--- config.mk ---
export PLATFORM = sky130hd
export DESIGN_NAME = rgb_to_yuv420_planar_top
export DESIGN_NICKNAME = d
export VERILOG_FILES = /design/src/rtl/core/ryuv_pkg.sv /design/src/rtl/core/ryuv_ctrl.sv /design/src/rtl/core/ryuv_pipe.sv /design/src/rtl/core/rgb_to_yuv420_planar_top.sv
export SDC_FILE = /design/constraint.sdc
export NUM_CORES = 2
export LEC_CHECK = 0
export BUFFER_PORTS_ARGS = -buffer_cell sky130_fd_sc_hd__buf_4
export CORE_MARGIN = 2
export CORE_UTILIZATION = 35
export DETAILED_ROUTE_END_ITERATION = 7
export PLACE_DENSITY_LB_ADDON = 0.3
export RECOVER_POWER = 25
export SLEW_MARGIN = 20
export SYNTH_ARGS = -nofsm -noshare
export SYNTH_HDL_FRONTEND = slang
export SYNTH_HIERARCHICAL = 1
export SYNTH_SLANG_ARGS = --single-unit
--- constraint.sdc ---
create_clock -name clk -period 23.4 [get_ports clk]
set_clock_uncertainty 0.15 [all_clocks]
set_input_delay 1.17 -clock clk [delete_from_list [all_inputs] [get_ports clk]]
set_output_delay 1.17 -clock clk [all_outputs]
set_load 0.02 [all_outputs]
--- src/rtl/core/ryuv_pkg.sv ---
`timescale 1ns / 1ps

package ryuv_pkg;

  localparam int MAX_WIDTH  = 4096;
  localparam int MAX_HEIGHT = 4096;

  localparam int DIM_W     = 13;            // width of the size registers
  localparam int CNT_W     = 12;            // column and row counters
  localparam int LUMA_W    = 24;            // luma byte offset
  localparam int CADDR_W   = 25;            // chroma byte offsets
  localparam int CHR_W     = LUMA_W - 2;    // offset inside one chroma plane
  localparam int CFG_IDX_W = 2;
  localparam int NUM_W     = 15;            // numerators of the divide by 100
  localparam int RECIP_W   = 13;
  localparam int PROD_W    = NUM_W + RECIP_W;

  // n / 100 == (n * 5243) >> 19 for every n below 25600
  localparam logic [RECIP_W-1:0] RECIP       = RECIP_W'(5243);
  localparam int                 RECIP_SHIFT = 19;

  localparam logic [CFG_IDX_W-1:0] REG_WIDTH  = CFG_IDX_W'(0);
  localparam logic [CFG_IDX_W-1:0] REG_HEIGHT = CFG_IDX_W'(1);
  localparam logic [CFG_IDX_W-1:0] REG_SWAP   = CFG_IDX_W'(2);

  localparam logic [DIM_W-1:0] RESET_WIDTH  = DIM_W'(640);
  localparam logic [DIM_W-1:0] RESET_HEIGHT = DIM_W'(480);
  localparam logic             RESET_SWAP   = 1'b1;

  typedef struct packed {
    logic [DIM_W-1:0] width;   // effective width, even, 2..MAX_WIDTH
    logic [DIM_W-1:0] height;  // effective height, 1..MAX_HEIGHT
    logic             swap;
  } cfg_t;

  typedef struct packed {
    logic [7:0]        red;
    logic [7:0]        green;
    logic [7:0]        blue;
    logic [LUMA_W-1:0] luma_addr;
    logic [CHR_W-1:0]  chroma;
    logic              last;
  } pix_t;

  typedef struct packed {
    logic [LUMA_W-1:0]  luma_addr;
    logic [7:0]         luma_value;
    logic [CADDR_W-1:0] cb_addr;
    logic [7:0]         cb_value;
    logic [CADDR_W-1:0] cr_addr;
    logic [7:0]         cr_value;
    logic               frame_last;
  } res_t;

  function automatic logic [DIM_W-1:0] clamp_width(input logic [DIM_W-1:0] v);
    logic [DIM_W-1:0] w;
    w = (v > DIM_W'(MAX_WIDTH)) ? DIM_W'(MAX_WIDTH) : v;
    w[0] = 1'b0;
    if (w < DIM_W'(2)) begin
      w = DIM_W'(2);
    end
    return w;
  endfunction

  function automatic logic [DIM_W-1:0] clamp_height(input logic [DIM_W-1:0] v);
    logic [DIM_W-1:0] h;
    h = (v > DIM_W'(MAX_HEIGHT)) ? DIM_W'(MAX_HEIGHT) : v;
    if (h < DIM_W'(1)) begin
      h = DIM_W'(1);
    end
    return h;
  endfunction

endpackage

--- src/rtl/core/ryuv_ctrl.sv ---
`timescale 1ns / 1ps

module ryuv_ctrl (
  input  logic                           clk,
  input  logic                           rst,
  input  logic                           cfg_wen,
  input  logic [ryuv_pkg::CFG_IDX_W-1:0] cfg_index,
  input  logic [ryuv_pkg::DIM_W-1:0]     cfg_data,
  input  logic                           accept,
  input  logic [23:0]                    pixel_bytes,
  output ryuv_pkg::pix_t                 pix,
  output logic [ryuv_pkg::CADDR_W-1:0]   plane
);
  import ryuv_pkg::*;

  cfg_t              cfg;
  cfg_t              cfg_next;
  logic              cfg_hit;
  logic [CNT_W-1:0]  col;
  logic [CNT_W-1:0]  row;
  logic [LUMA_W-1:0] luma;
  logic [CHR_W-1:0]  base;
  logic              col_end;
  logic              row_end;
  logic [CNT_W-1:0]  half_w;

  always_comb begin
    cfg_next = cfg;
    cfg_hit  = 1'b0;
    unique case (cfg_index)
      REG_WIDTH: begin
        cfg_next.width = clamp_width(cfg_data);
        cfg_hit        = cfg_wen;
      end
      REG_HEIGHT: begin
        cfg_next.height = clamp_height(cfg_data);
        cfg_hit         = cfg_wen;
      end
      REG_SWAP: begin
        cfg_next.swap = cfg_data[0];
        cfg_hit       = cfg_wen;
      end
      default: begin
      end
    endcase
  end

  assign col_end = ({1'b0, col} == cfg.width - DIM_W'(1));
  assign row_end = ({1'b0, row} == cfg.height - DIM_W'(1));
  assign half_w  = cfg.width[DIM_W-1:1];

  always_ff @(posedge clk) begin
    if (rst) begin
      cfg.width  <= RESET_WIDTH;
      cfg.height <= RESET_HEIGHT;
      cfg.swap   <= RESET_SWAP;
      col        <= '0;
      row        <= '0;
      luma       <= '0;
      base       <= '0;
    end else if (cfg_hit) begin
      // any write to a known register restarts the frame
      cfg  <= cfg_next;
      col  <= '0;
      row  <= '0;
      luma <= '0;
      base <= '0;
    end else if (accept) begin
      if (col_end) begin
        col <= '0;
        if (row_end) begin
          row  <= '0;
          luma <= '0;
          base <= '0;
        end else begin
          row  <= row + CNT_W'(1);
          luma <= luma + LUMA_W'(1);
          // advance the chroma row after the second row of each pair
          if (row[0]) begin
            base <= base + CHR_W'(half_w);
          end
        end
      end else begin
        col  <= col + CNT_W'(1);
        luma <= luma + LUMA_W'(1);
      end
    end
  end

  always_ff @(posedge clk) begin
    plane <= CADDR_W'(cfg.width) * CADDR_W'(cfg.height);
  end

  always_comb begin
    pix.red       = cfg.swap ? pixel_bytes[23:16] : pixel_bytes[7:0];
    pix.green     = pixel_bytes[15:8];
    pix.blue      = cfg.swap ? pixel_bytes[7:0] : pixel_bytes[23:16];
    pix.luma_addr = luma;
    pix.chroma    = base + CHR_W'(col[CNT_W-1:1]);
    pix.last      = col_end && row_end;
  end

  a_col_in_row: assert property (@(posedge clk) disable iff (rst)
    {1'b0, col} < cfg.width) else $error("column beyond frame width");

  a_row_in_frame: assert property (@(posedge clk) disable iff (rst)
    {1'b0, row} < cfg.height) else $error("row beyond frame height");

  a_frame_wrap: assert property (@(posedge clk) disable iff (rst)
    (accept && col_end && row_end) |=> (col == '0 && row == '0 && luma == '0 && base == '0))
    else $error("position not cleared after last pixel");

  a_luma_step: assert property (@(posedge clk) disable iff (rst)
    (accept && !cfg_hit && !(col_end && row_end)) |=> (luma == $past(luma) + LUMA_W'(1)))
    else $error("luma offset did not advance by one");

endmodule

--- src/rtl/core/ryuv_pipe.sv ---
`timescale 1ns / 1ps

module ryuv_pipe (
  input  logic                         clk,
  input  logic                         rst,
  input  logic                         in_valid,
  output logic                         in_ready,
  input  ryuv_pkg::pix_t               pix,
  input  logic [ryuv_pkg::CADDR_W-1:0] plane,
  output logic                         out_valid,
  input  logic                         out_ready,
  output ryuv_pkg::res_t               res
);
  import ryuv_pkg::*;

  typedef struct packed {
    logic [NUM_W-1:0]   ny;
    logic [NUM_W-1:0]   nu;
    logic [NUM_W-1:0]   nv;
    logic [LUMA_W-1:0]  luma_addr;
    logic [CADDR_W-1:0] cb_addr;
    logic [CADDR_W-1:0] cr_addr;
    logic               last;
  } num_t;

  logic        v1;
  logic        v2;
  logic        ready2;
  logic        ready3;
  pix_t        s1;
  num_t        s2;
  num_t        s2_next;
  logic [15:0] sy;
  logic [15:0] su;
  logic [15:0] sv;
  logic [PROD_W-1:0] py;
  logic [PROD_W-1:0] pu;
  logic [PROD_W-1:0] pv;

  assign ready3   = !out_valid || out_ready;
  assign ready2   = !v2 || ready3;
  assign in_ready = !v1 || ready2;

  // weighted sums; both chroma sums stay at or above 50, so no underflow
  always_comb begin
    sy = 16'(s1.red) * 16'd30 + 16'(s1.green) * 16'd59 + 16'(s1.blue) * 16'd11;
    su = 16'(s1.blue) * 16'd50 + 16'd12800 - 16'(s1.red) * 16'd17
         - 16'(s1.green) * 16'd33;
    sv = 16'(s1.red) * 16'd50 + 16'd12800 - 16'(s1.green) * 16'd42
         - 16'(s1.blue) * 16'd8;
    s2_next.ny        = sy[NUM_W-1:0];
    s2_next.nu        = su[NUM_W-1:0];
    s2_next.nv        = sv[NUM_W-1:0];
    s2_next.luma_addr = s1.luma_addr;
    s2_next.cb_addr   = plane + CADDR_W'(s1.chroma);
    s2_next.cr_addr   = plane + (plane >> 2) + CADDR_W'(s1.chroma);
    s2_next.last      = s1.last;
  end

  assign py = PROD_W'(s2.ny) * PROD_W'(RECIP);
  assign pu = PROD_W'(s2.nu) * PROD_W'(RECIP);
  assign pv = PROD_W'(s2.nv) * PROD_W'(RECIP);

  always_ff @(posedge clk) begin
    if (rst) begin
      v1        <= 1'b0;
      v2        <= 1'b0;
      out_valid <= 1'b0;
    end else begin
      if (in_ready) begin
        v1 <= in_valid;
      end
      if (ready2) begin
        v2 <= v1;
      end
      if (ready3) begin
        out_valid <= v2;
      end
    end
  end

  always_ff @(posedge clk) begin
    if (in_ready && in_valid) begin
      s1 <= pix;
    end
    if (ready2 && v1) begin
      s2 <= s2_next;
    end
    if (ready3 && v2) begin
      res.luma_addr  <= s2.luma_addr;
      res.luma_value <= py[RECIP_SHIFT +: 8];
      res.cb_addr    <= s2.cb_addr;
      res.cb_value   <= pu[RECIP_SHIFT +: 8];
      res.cr_addr    <= s2.cr_addr;
      res.cr_value   <= pv[RECIP_SHIFT +: 8];
      res.frame_last <= s2.last;
    end
  end

endmodule

--- src/rtl/core/rgb_to_yuv420_planar_top.sv ---
`timescale 1ns / 1ps

// Pixel stream to planar YUV 4:2:0 converter.
// The slave channel takes one pixel per request in raster order as three
// channel bytes; the master channel returns one result per pixel: luma value
// and byte offset, plus the U and V values and their offsets in the chroma
// planes (both pixels of a pair and both rows of a row pair hit the same
// chroma bytes, the last write wins). m_tlast marks the frame's last pixel.
// Three register stages, with m_tvalid raised once a pixel reaches the last;
// the block takes one pixel every cycle until a receiver stall fills it, and the
// divide by 100 is a reciprocal multiply in front of the last register stage.
// Write frame_width, frame_height and swap_red_blue through the cfg port only
// while no pixel is in flight; any write to a known register restarts the
// frame at column and row zero.
// Reset sets 640 x 480 with red and blue swapped, clears the position and
// empties the pipeline. When the receiver stalls, results hold in place and
// the three stages fill before s_tready drops.
module rgb_to_yuv420_planar_top (
  input  logic                           clk,
  input  logic                           rst,
  input  logic                           cfg_wen,
  input  logic [ryuv_pkg::CFG_IDX_W-1:0] cfg_index,
  input  logic [ryuv_pkg::DIM_W-1:0]     cfg_data,
  input  logic                           s_tvalid,
  output logic                           s_tready,
  input  logic [23:0]                    s_tdata,  // chan_byte0, chan_byte1, chan_byte2
  output logic                           m_tvalid,
  input  logic                           m_tready,
  // luma_addr, luma_value, cb_addr, cb_value, cr_addr, cr_value, zero fill
  output logic [103:0]                   m_tdata,
  output logic                           m_tlast   // frame_last
);
  import ryuv_pkg::*;

  pix_t               pix;
  res_t               res;
  logic [CADDR_W-1:0] plane;
  logic               accept;

  assign accept = s_tvalid && s_tready;

  ryuv_ctrl u_ctrl (
    .clk         (clk),
    .rst         (rst),
    .cfg_wen     (cfg_wen),
    .cfg_index   (cfg_index),
    .cfg_data    (cfg_data),
    .accept      (accept),
    .pixel_bytes (s_tdata),
    .pix         (pix),
    .plane       (plane)
  );

  ryuv_pipe u_pipe (
    .clk       (clk),
    .rst       (rst),
    .in_valid  (s_tvalid),
    .in_ready  (s_tready),
    .pix       (pix),
    .plane     (plane),
    .out_valid (m_tvalid),
    .out_ready (m_tready),
    .res       (res)
  );

  assign m_tdata = {6'b0, res.cr_value, res.cr_addr, res.cb_value, res.cb_addr,
                    res.luma_value, res.luma_addr};
  assign m_tlast = res.frame_last;

endmodule

* After elaboration in Yosys (flattened, before gate mapping) *
Cells that the tools add are included.

word-level totals
  register bits = 415
  word-level logic and storage cells = 99

operators by class
  $lt $le $gt $ge = 3
  equality and inequality tests = 4
  multiply operators = 12
  add/sub/neg operators = 18
  reductions and logical operators = 19
  multiplexer cells = 12

operator list
  cell                    number
  $mul 15x13->27 const B  3
  $mul 8x5->13 const B    4
  $add 25x22->25          2
  $mux 24                 2
  $mux 22                 2
  $mux 13                 3
  $add 14x14->15 const B  2
  $sub 15x14->15          2
  $mul 8x6->14 const B    2
  $eq 12x13->1            2
  $sub 13x1->13 const B   2
  $add 25x23->25          1
  $mul 13x13->25          1
  $add 12x1->12 const B   2
  $add 24x1->24 const B   1
  $mul 8x4->12 const B    2
  $mux 12                 2
  $add 22x11->22          1
  $add 22x12->22          1
  $mux 8                  2
  $add 13x14->15          1
  $add 15x12->15          1
  $sub 15x11->15          1
  $sub 15x13->15          1
  15 further kinds        25

* Logic depth before layout (Yosys ltp) *
  depth after elaboration = 6
  gate-level depth with buffers = 22

* Hierarchy *
Netlist, hierarchy kept.

modules (own cells, without submodules)
  module                    instances  cells an instance  sequential area each (um^2)  area an instance (um^2)
  ryuv_pipe                 1          2486               8708.4                       29100.4
  ryuv_ctrl                 1          1430               2402.3                       12009.0
  rgb_to_yuv420_planar_top  1          8                  0.0                          55.1

* Worst setup path after synthesis *
No wires, ideal clock.

  path kind = input to register
  from = input port m_tready
  to = register u_pipe/s2[0] (netlist bit), enable pin
  setup time = 0.775 ns
  required time = 22.475 ns
  setup slack = 12.680 ns
  arrival = 9.795 ns
  path buffers = 0
  cell stages on the path = 2
  cell sequence = nor2b_1 -> a21boi_0

between the ends
  word-level cells in the longest chain between the ends = 3

RTL lines
  what                    line                            RTL
  start: declaration      rgb_to_yuv420_planar_top.sv:28  input logic m_tready,
  $logic_or 1x1->1        ryuv_pipe.sv:40                 assign ready3 = !out_valid || out_ready;
  $logic_or 1x1->1        ryuv_pipe.sv:41                 assign ready2 = !v2 || ready3;
  $logic_and 1x1->1       ryuv_pipe.sv:86                 if (ready2 && v1) begin
  end signal: assignment  ryuv_pipe.sv:87                 s2 <= s2_next;
  end: declaration        ryuv_pipe.sv:31                 num_t s2;

No other way between the ends.
A chain may end at the register's enable or synchronous reset.

* Final worst setup path *
  from = register u_ctrl/cfg[20] (netlist bit)
  to = register u_ctrl/plane[19] (netlist bit)

between the ends
  word-level cells in the longest chain between the ends = 1

RTL lines
  what                      line             RTL
  start: declaration        ryuv_ctrl.sv:16  cfg_t cfg;
  start signal: assignment  ryuv_ctrl.sv:63  cfg <= cfg_next;
  $mul 13x13->25            ryuv_ctrl.sv:91  plane <= CADDR_W'(cfg.width) * CADDR_W'(cfg.height);
  end signal: assignment    ryuv_ctrl.sv:91
  end: declaration          ryuv_ctrl.sv:12  output logic [ryuv_pkg::CADDR_W-1:0] plane

No other way between the ends.

==> implementation parameters <==
Parameter                              Value

Timing
  Final number of setup-violating endpoints ... 0
  Fin crit period ... between 6 and 7 ns
  Worst Max-Slew Pin Slew ... 2.90 ns
  Pins Over Slew Limit ... 39
  Worst slew margin relative to its limit ... -93.2%
  Final TNS setup ... 0 ns
  Number of failing hold endpoints at the final stage ... 0
  Setup repair after global routing missed its margin ... false
  Max frequency ... about 150 MHz
  Crit share post-route ... between 20% and 30%

Yosys
  Syn Area/Cell ... ~10 sq um
  Fraction of registers with async set or reset after synthesis ... 0%
  Post-synth cell types ... 95
  Share of synthesized area occupied by flip-flops and latches ... between 20% and 30%
  Count of mapped cells out of synthesis ... a little under 4000
  Yosys synthesis warning count ... 6
  Number of synthesized flops with an enable pin ... around 290
  Top FF cell, synth ... sky130_fd_sc_hd__edfxtp_1
  Netlist area before placement ... 0.0412 sq mm
  Post-synthesis register bit count ... around 410

Finish
  Summed area of non-filler cells in the final layout ... about 0.045 sq mm
  Fraction of layout cells with a size suffix above 1 ... roughly 7%
  Area growth from synthesis to layout ... 10.5%
  Number of nets in the final layout ... 5187
  Final-layout fill cell count ... between 10000 and 15000

Clocking
  Clock insertion delay at the later pin of the skew report ... approximately 0.63 ns
  TritonCTS clock tree ... built
  Maximum root-to-sink buffer count ... 3
  Number of sinks on the clock net ... approximately 410
  Number of gates resized after CTS ... 0
  Cell at the root of the clock tree ... sky130_fd_sc_hd__clkbuf_16
  Number of post-CTS setup repair buffers ... 0
  Hold-fix buffers at CTS ... 0
  Number of CTS-inserted buffers ... between 40 and 50
  Clock slew at the register clock pins of the worst setup and hold paths ... 0.08 ns
  CTS HTree Levels ... 2

Placement
  Weighted congestion reported at the end of routability-driven placement ... 0.853
  IO buf count ... around 140
  Placed instance area ... 0.0439 sq mm
  Placed wire-length estimate ... about 74000 um

Detailed routing
  Number of nets with antenna violations after routing ... 0
  Number of vias per cell after detailed routing ... approximately 4.8
  Average wire per standard cell ... 16.2 um
  DR pass1 iterations ... 5
  Number of violations reported at the end of detailed-routing iteration 0 ... around 1200
  Total Routed Length ... 91100 um
  Via count ... approximately 27000
  Residual DRC ... 0

Critical path
  R2r endpoint ... u_ctrl/plane[19]
  Arr. time, crit path ... 6.88 ns
  Launch point of the worst reg-to-reg path ... u_ctrl/cfg[20]
  Worst setup EP type ... flip-flop
  Worst Reg2Reg Path Length in Cells ... 18
  Critical path fanouts, max ... 21
  Beginning of the critical path ... u_ctrl/cfg[20]
  Critical path type ... flip-flop to flip-flop
  Critical path destination ... u_ctrl/plane[19]
  Setup slack of the worst register-to-register path ... roughly 17 ns
  Startpoint Class ... flip-flop
  Data required time at the worst endpoint ... 23.80 ns

Floorplan
  Horizontal die dimension ... ~350 um
  FP Rows ... 125
  Height of the chip ... around 350 um
  Boundary Pins ... 151
  Area of the die ... 0.120 sq mm
  Starting utilization of the core area ... 35.4%
  Floorplan Core Area ... about 0.12 sq mm

Global route
  Overall routing resource usage ... ~15%
  Global-route wire length before repair ... 149000 um
  Global route overflow ... 0
  Vias in the first global route ... roughly 28000
  Antenna violations before repair ... 7
  Largest net degree at the start of global routing ... 63

Outcome
  Run status ... finished, violations left
  Violated checks ... max-capacitance violations, max-slew violations

Worst hold path
  Origin of the worst min-delay path ... u_pipe/s1[41]
  Worst min path class ... flip-flop to flip-flop

Run
  Total of max-cap violations ... 1
[per-stage QoR]
| step | worst slack, ns | utilization [%] | instances | hold WS (ns) |
|---|---|---|---|---|
| 6_report | 16.93 | 39.1 | 5615 | 0.262 |
| 4_1_cts | 16.99 | 39.1 | 5613 | 0.264 |
| 3_3_place_gp | 17.05 | 37.7 | 5522 | 0.252 |
| 5_1_grt | 16.61 | 39.1 | 5614 | 0.268 |
| 3_5_place_dp | 16.99 | 37.7 | 5522 | 0.255 |
| 2_1_floorplan | 12.68 | - | 3929 | 0.250 |
[layout make-up]
cell class                      instances  area, sq um  area share, %
Multi-Input combinational cell       2647        26700           58.8
Sequential cell                       411        11100           24.4
Inverter                              782         2940           6.45
Tap cell                             1524         1910           4.19
Clock buffer                           55         1270           2.79
Timing Repair Buffer                  159         1170           2.58
Clock inverter                         36          363          0.797
Antenna cell                            1         2.50        0.00550
[cells by family (layout without fill, tap and decap cells)]
family / count (synthesis) / after routing / share of synthesized area (%)
flip-flops: 411 / 411 / 27.0
buffers and inverters: 871 / 1032 / 8.13
other: 2 / 8 / 0.0182
AO/OA/AOI/OAI: 513 / 513 / 8.42
multiplexers: 25 / 25 / 0.657
XOR/XNOR: 243 / 243 / 5.17
adder cells (fa/ha/maj): 1093 / 1093 / 41.2
AND/OR/NAND/NOR: 766 / 766 / 9.39
[worst min-delay path by stage]
| stage | endpoint | slack, ns | cells past startpoint |
|---|---|---|---|
| CTS | u_pipe/res[17] | 0.26 | 0 |
| floorplan | u_pipe/res[0] | 0.25 | 0 |
| global placement | u_pipe/res[94] | 0.25 | 0 |
| detailed placement | u_pipe/res[12] | 0.25 | 0 |
| global route | u_pipe/res[76] | 0.27 | 0 |
| finish | u_pipe/s2[69] | 0.26 | 0 |
[sequential cells by signal (all words and copies together), names as in the netlist]
signal,cells
u_ctrl/base,22
u_ctrl/cfg,26
u_ctrl/col,12
u_ctrl/luma,24
u_ctrl/plane,24
u_ctrl/row,12
u_pipe/out_valid,1
u_pipe/res,99
u_pipe/s1,71
u_pipe/s2,118
u_pipe/v1,1
u_pipe/v2,1
[metal layers]
layer  vias up  global-route usage [%]  share of wire (%)
met3       110                    2.46                4.1
li1      13300                       -                  -
met2       383                    25.1                 46
met1     13000                    21.6                 48
met4         8                    3.46                1.9
met5         -                       0              0.055
[cells in the final DEF, fill, tap and decap left out, types with 9 or more instances in the layout]
| master | synthesis | layout |
|---|---|---|
| sky130_fd_sc_hd__clkbuf_16 | 0 | 50 |
| sky130_fd_sc_hd__nand2_1 | 206 | 206 |
| sky130_fd_sc_hd__o21a_1 | 22 | 22 |
| sky130_fd_sc_hd__edfxtp_1 | 288 | 288 |
| sky130_fd_sc_hd__o211ai_1 | 26 | 26 |
| sky130_fd_sc_hd__nor3_1 | 43 | 43 |
| sky130_fd_sc_hd__o21ai_0 | 76 | 76 |
| sky130_fd_sc_hd__xnor2_1 | 167 | 167 |
| sky130_fd_sc_hd__fa_1 | 439 | 439 |
| sky130_fd_sc_hd__xor2_1 | 76 | 76 |
| sky130_fd_sc_hd__and3_1 | 32 | 32 |
| sky130_fd_sc_hd__or4_1 | 16 | 16 |
| sky130_fd_sc_hd__mux2_2 | 16 | 11 |
| sky130_fd_sc_hd__nor2b_1 | 26 | 25 |
| sky130_fd_sc_hd__nor4_1 | 17 | 17 |
| sky130_fd_sc_hd__nand3_1 | 51 | 51 |
| sky130_fd_sc_hd__o31ai_1 | 10 | 10 |
| sky130_fd_sc_hd__nor2_1 | 161 | 161 |
| sky130_fd_sc_hd__clkinv_2 | 0 | 13 |
| sky130_fd_sc_hd__a31oi_1 | 16 | 16 |
| sky130_fd_sc_hd__clkbuf_1 | 64 | 16 |
| sky130_fd_sc_hd__and2_1 | 90 | 90 |
| sky130_fd_sc_hd__o21bai_1 | 19 | 19 |
| sky130_fd_sc_hd__or2_2 | 12 | 12 |
| sky130_fd_sc_hd__buf_4 | 17 | 146 |
| sky130_fd_sc_hd__dfxtp_1 | 123 | 123 |
| sky130_fd_sc_hd__a21oi_1 | 171 | 171 |
| sky130_fd_sc_hd__inv_1 | 782 | 782 |
| sky130_fd_sc_hd__nand2b_1 | 28 | 28 |
| sky130_fd_sc_hd__or3_1 | 22 | 22 |
| sky130_fd_sc_hd__nand4_1 | 26 | 26 |
| sky130_fd_sc_hd__a22oi_1 | 10 | 10 |
| sky130_fd_sc_hd__a211oi_1 | 22 | 22 |
| sky130_fd_sc_hd__a21o_1 | 55 | 55 |
| sky130_fd_sc_hd__ha_1 | 654 | 654 |
| sky130_fd_sc_hd__mux2i_1 | 9 | 9 |
[synthesized netlist by cell type (43+ instances only)]
master	count	share of area (%)
sky130_fd_sc_hd__a21oi_1	171	2.1
sky130_fd_sc_hd__nand3_1	51	0.62
sky130_fd_sc_hd__inv_1	782	7.1
sky130_fd_sc_hd__fa_1	439	21
sky130_fd_sc_hd__dfxtp_1	123	6.0
sky130_fd_sc_hd__clkbuf_1	64	0.58
sky130_fd_sc_hd__nor2_1	161	1.5
sky130_fd_sc_hd__nor3_1	43	0.52
sky130_fd_sc_hd__xor2_1	76	1.6
sky130_fd_sc_hd__xnor2_1	167	3.6
sky130_fd_sc_hd__ha_1	654	20
sky130_fd_sc_hd__a21o_1	55	1.0
sky130_fd_sc_hd__nand2_1	206	1.9
sky130_fd_sc_hd__edfxtp_1	288	21
sky130_fd_sc_hd__and2_1	90	1.4
sky130_fd_sc_hd__o21ai_0	76	0.92
[critical path, cell delays in order, from the launching register on]
cell	delay, ns
sky130_fd_sc_hd__dfxtp_1	0.58
sky130_fd_sc_hd__and2_1	0.32
sky130_fd_sc_hd__fa_1	0.53
sky130_fd_sc_hd__inv_1	0.05
sky130_fd_sc_hd__fa_1	0.53
sky130_fd_sc_hd__inv_1	0.05
sky130_fd_sc_hd__fa_1	0.51
sky130_fd_sc_hd__inv_1	0.05
sky130_fd_sc_hd__fa_1	0.46
sky130_fd_sc_hd__fa_1	0.54
sky130_fd_sc_hd__inv_1	0.04
sky130_fd_sc_hd__ha_1	0.33
sky130_fd_sc_hd__a2111oi_0	0.69
sky130_fd_sc_hd__a21oi_1	0.18
sky130_fd_sc_hd__o21ai_0	0.27
sky130_fd_sc_hd__a21o_1	0.21
sky130_fd_sc_hd__o2bb2ai_1	0.18
sky130_fd_sc_hd__or4b_2	0.61
sky130_fd_sc_hd__o211ai_1	0.10
Power is not shown: default switching activity piles up to over one toggle a cycle in this logic, so the estimate is an artifact.
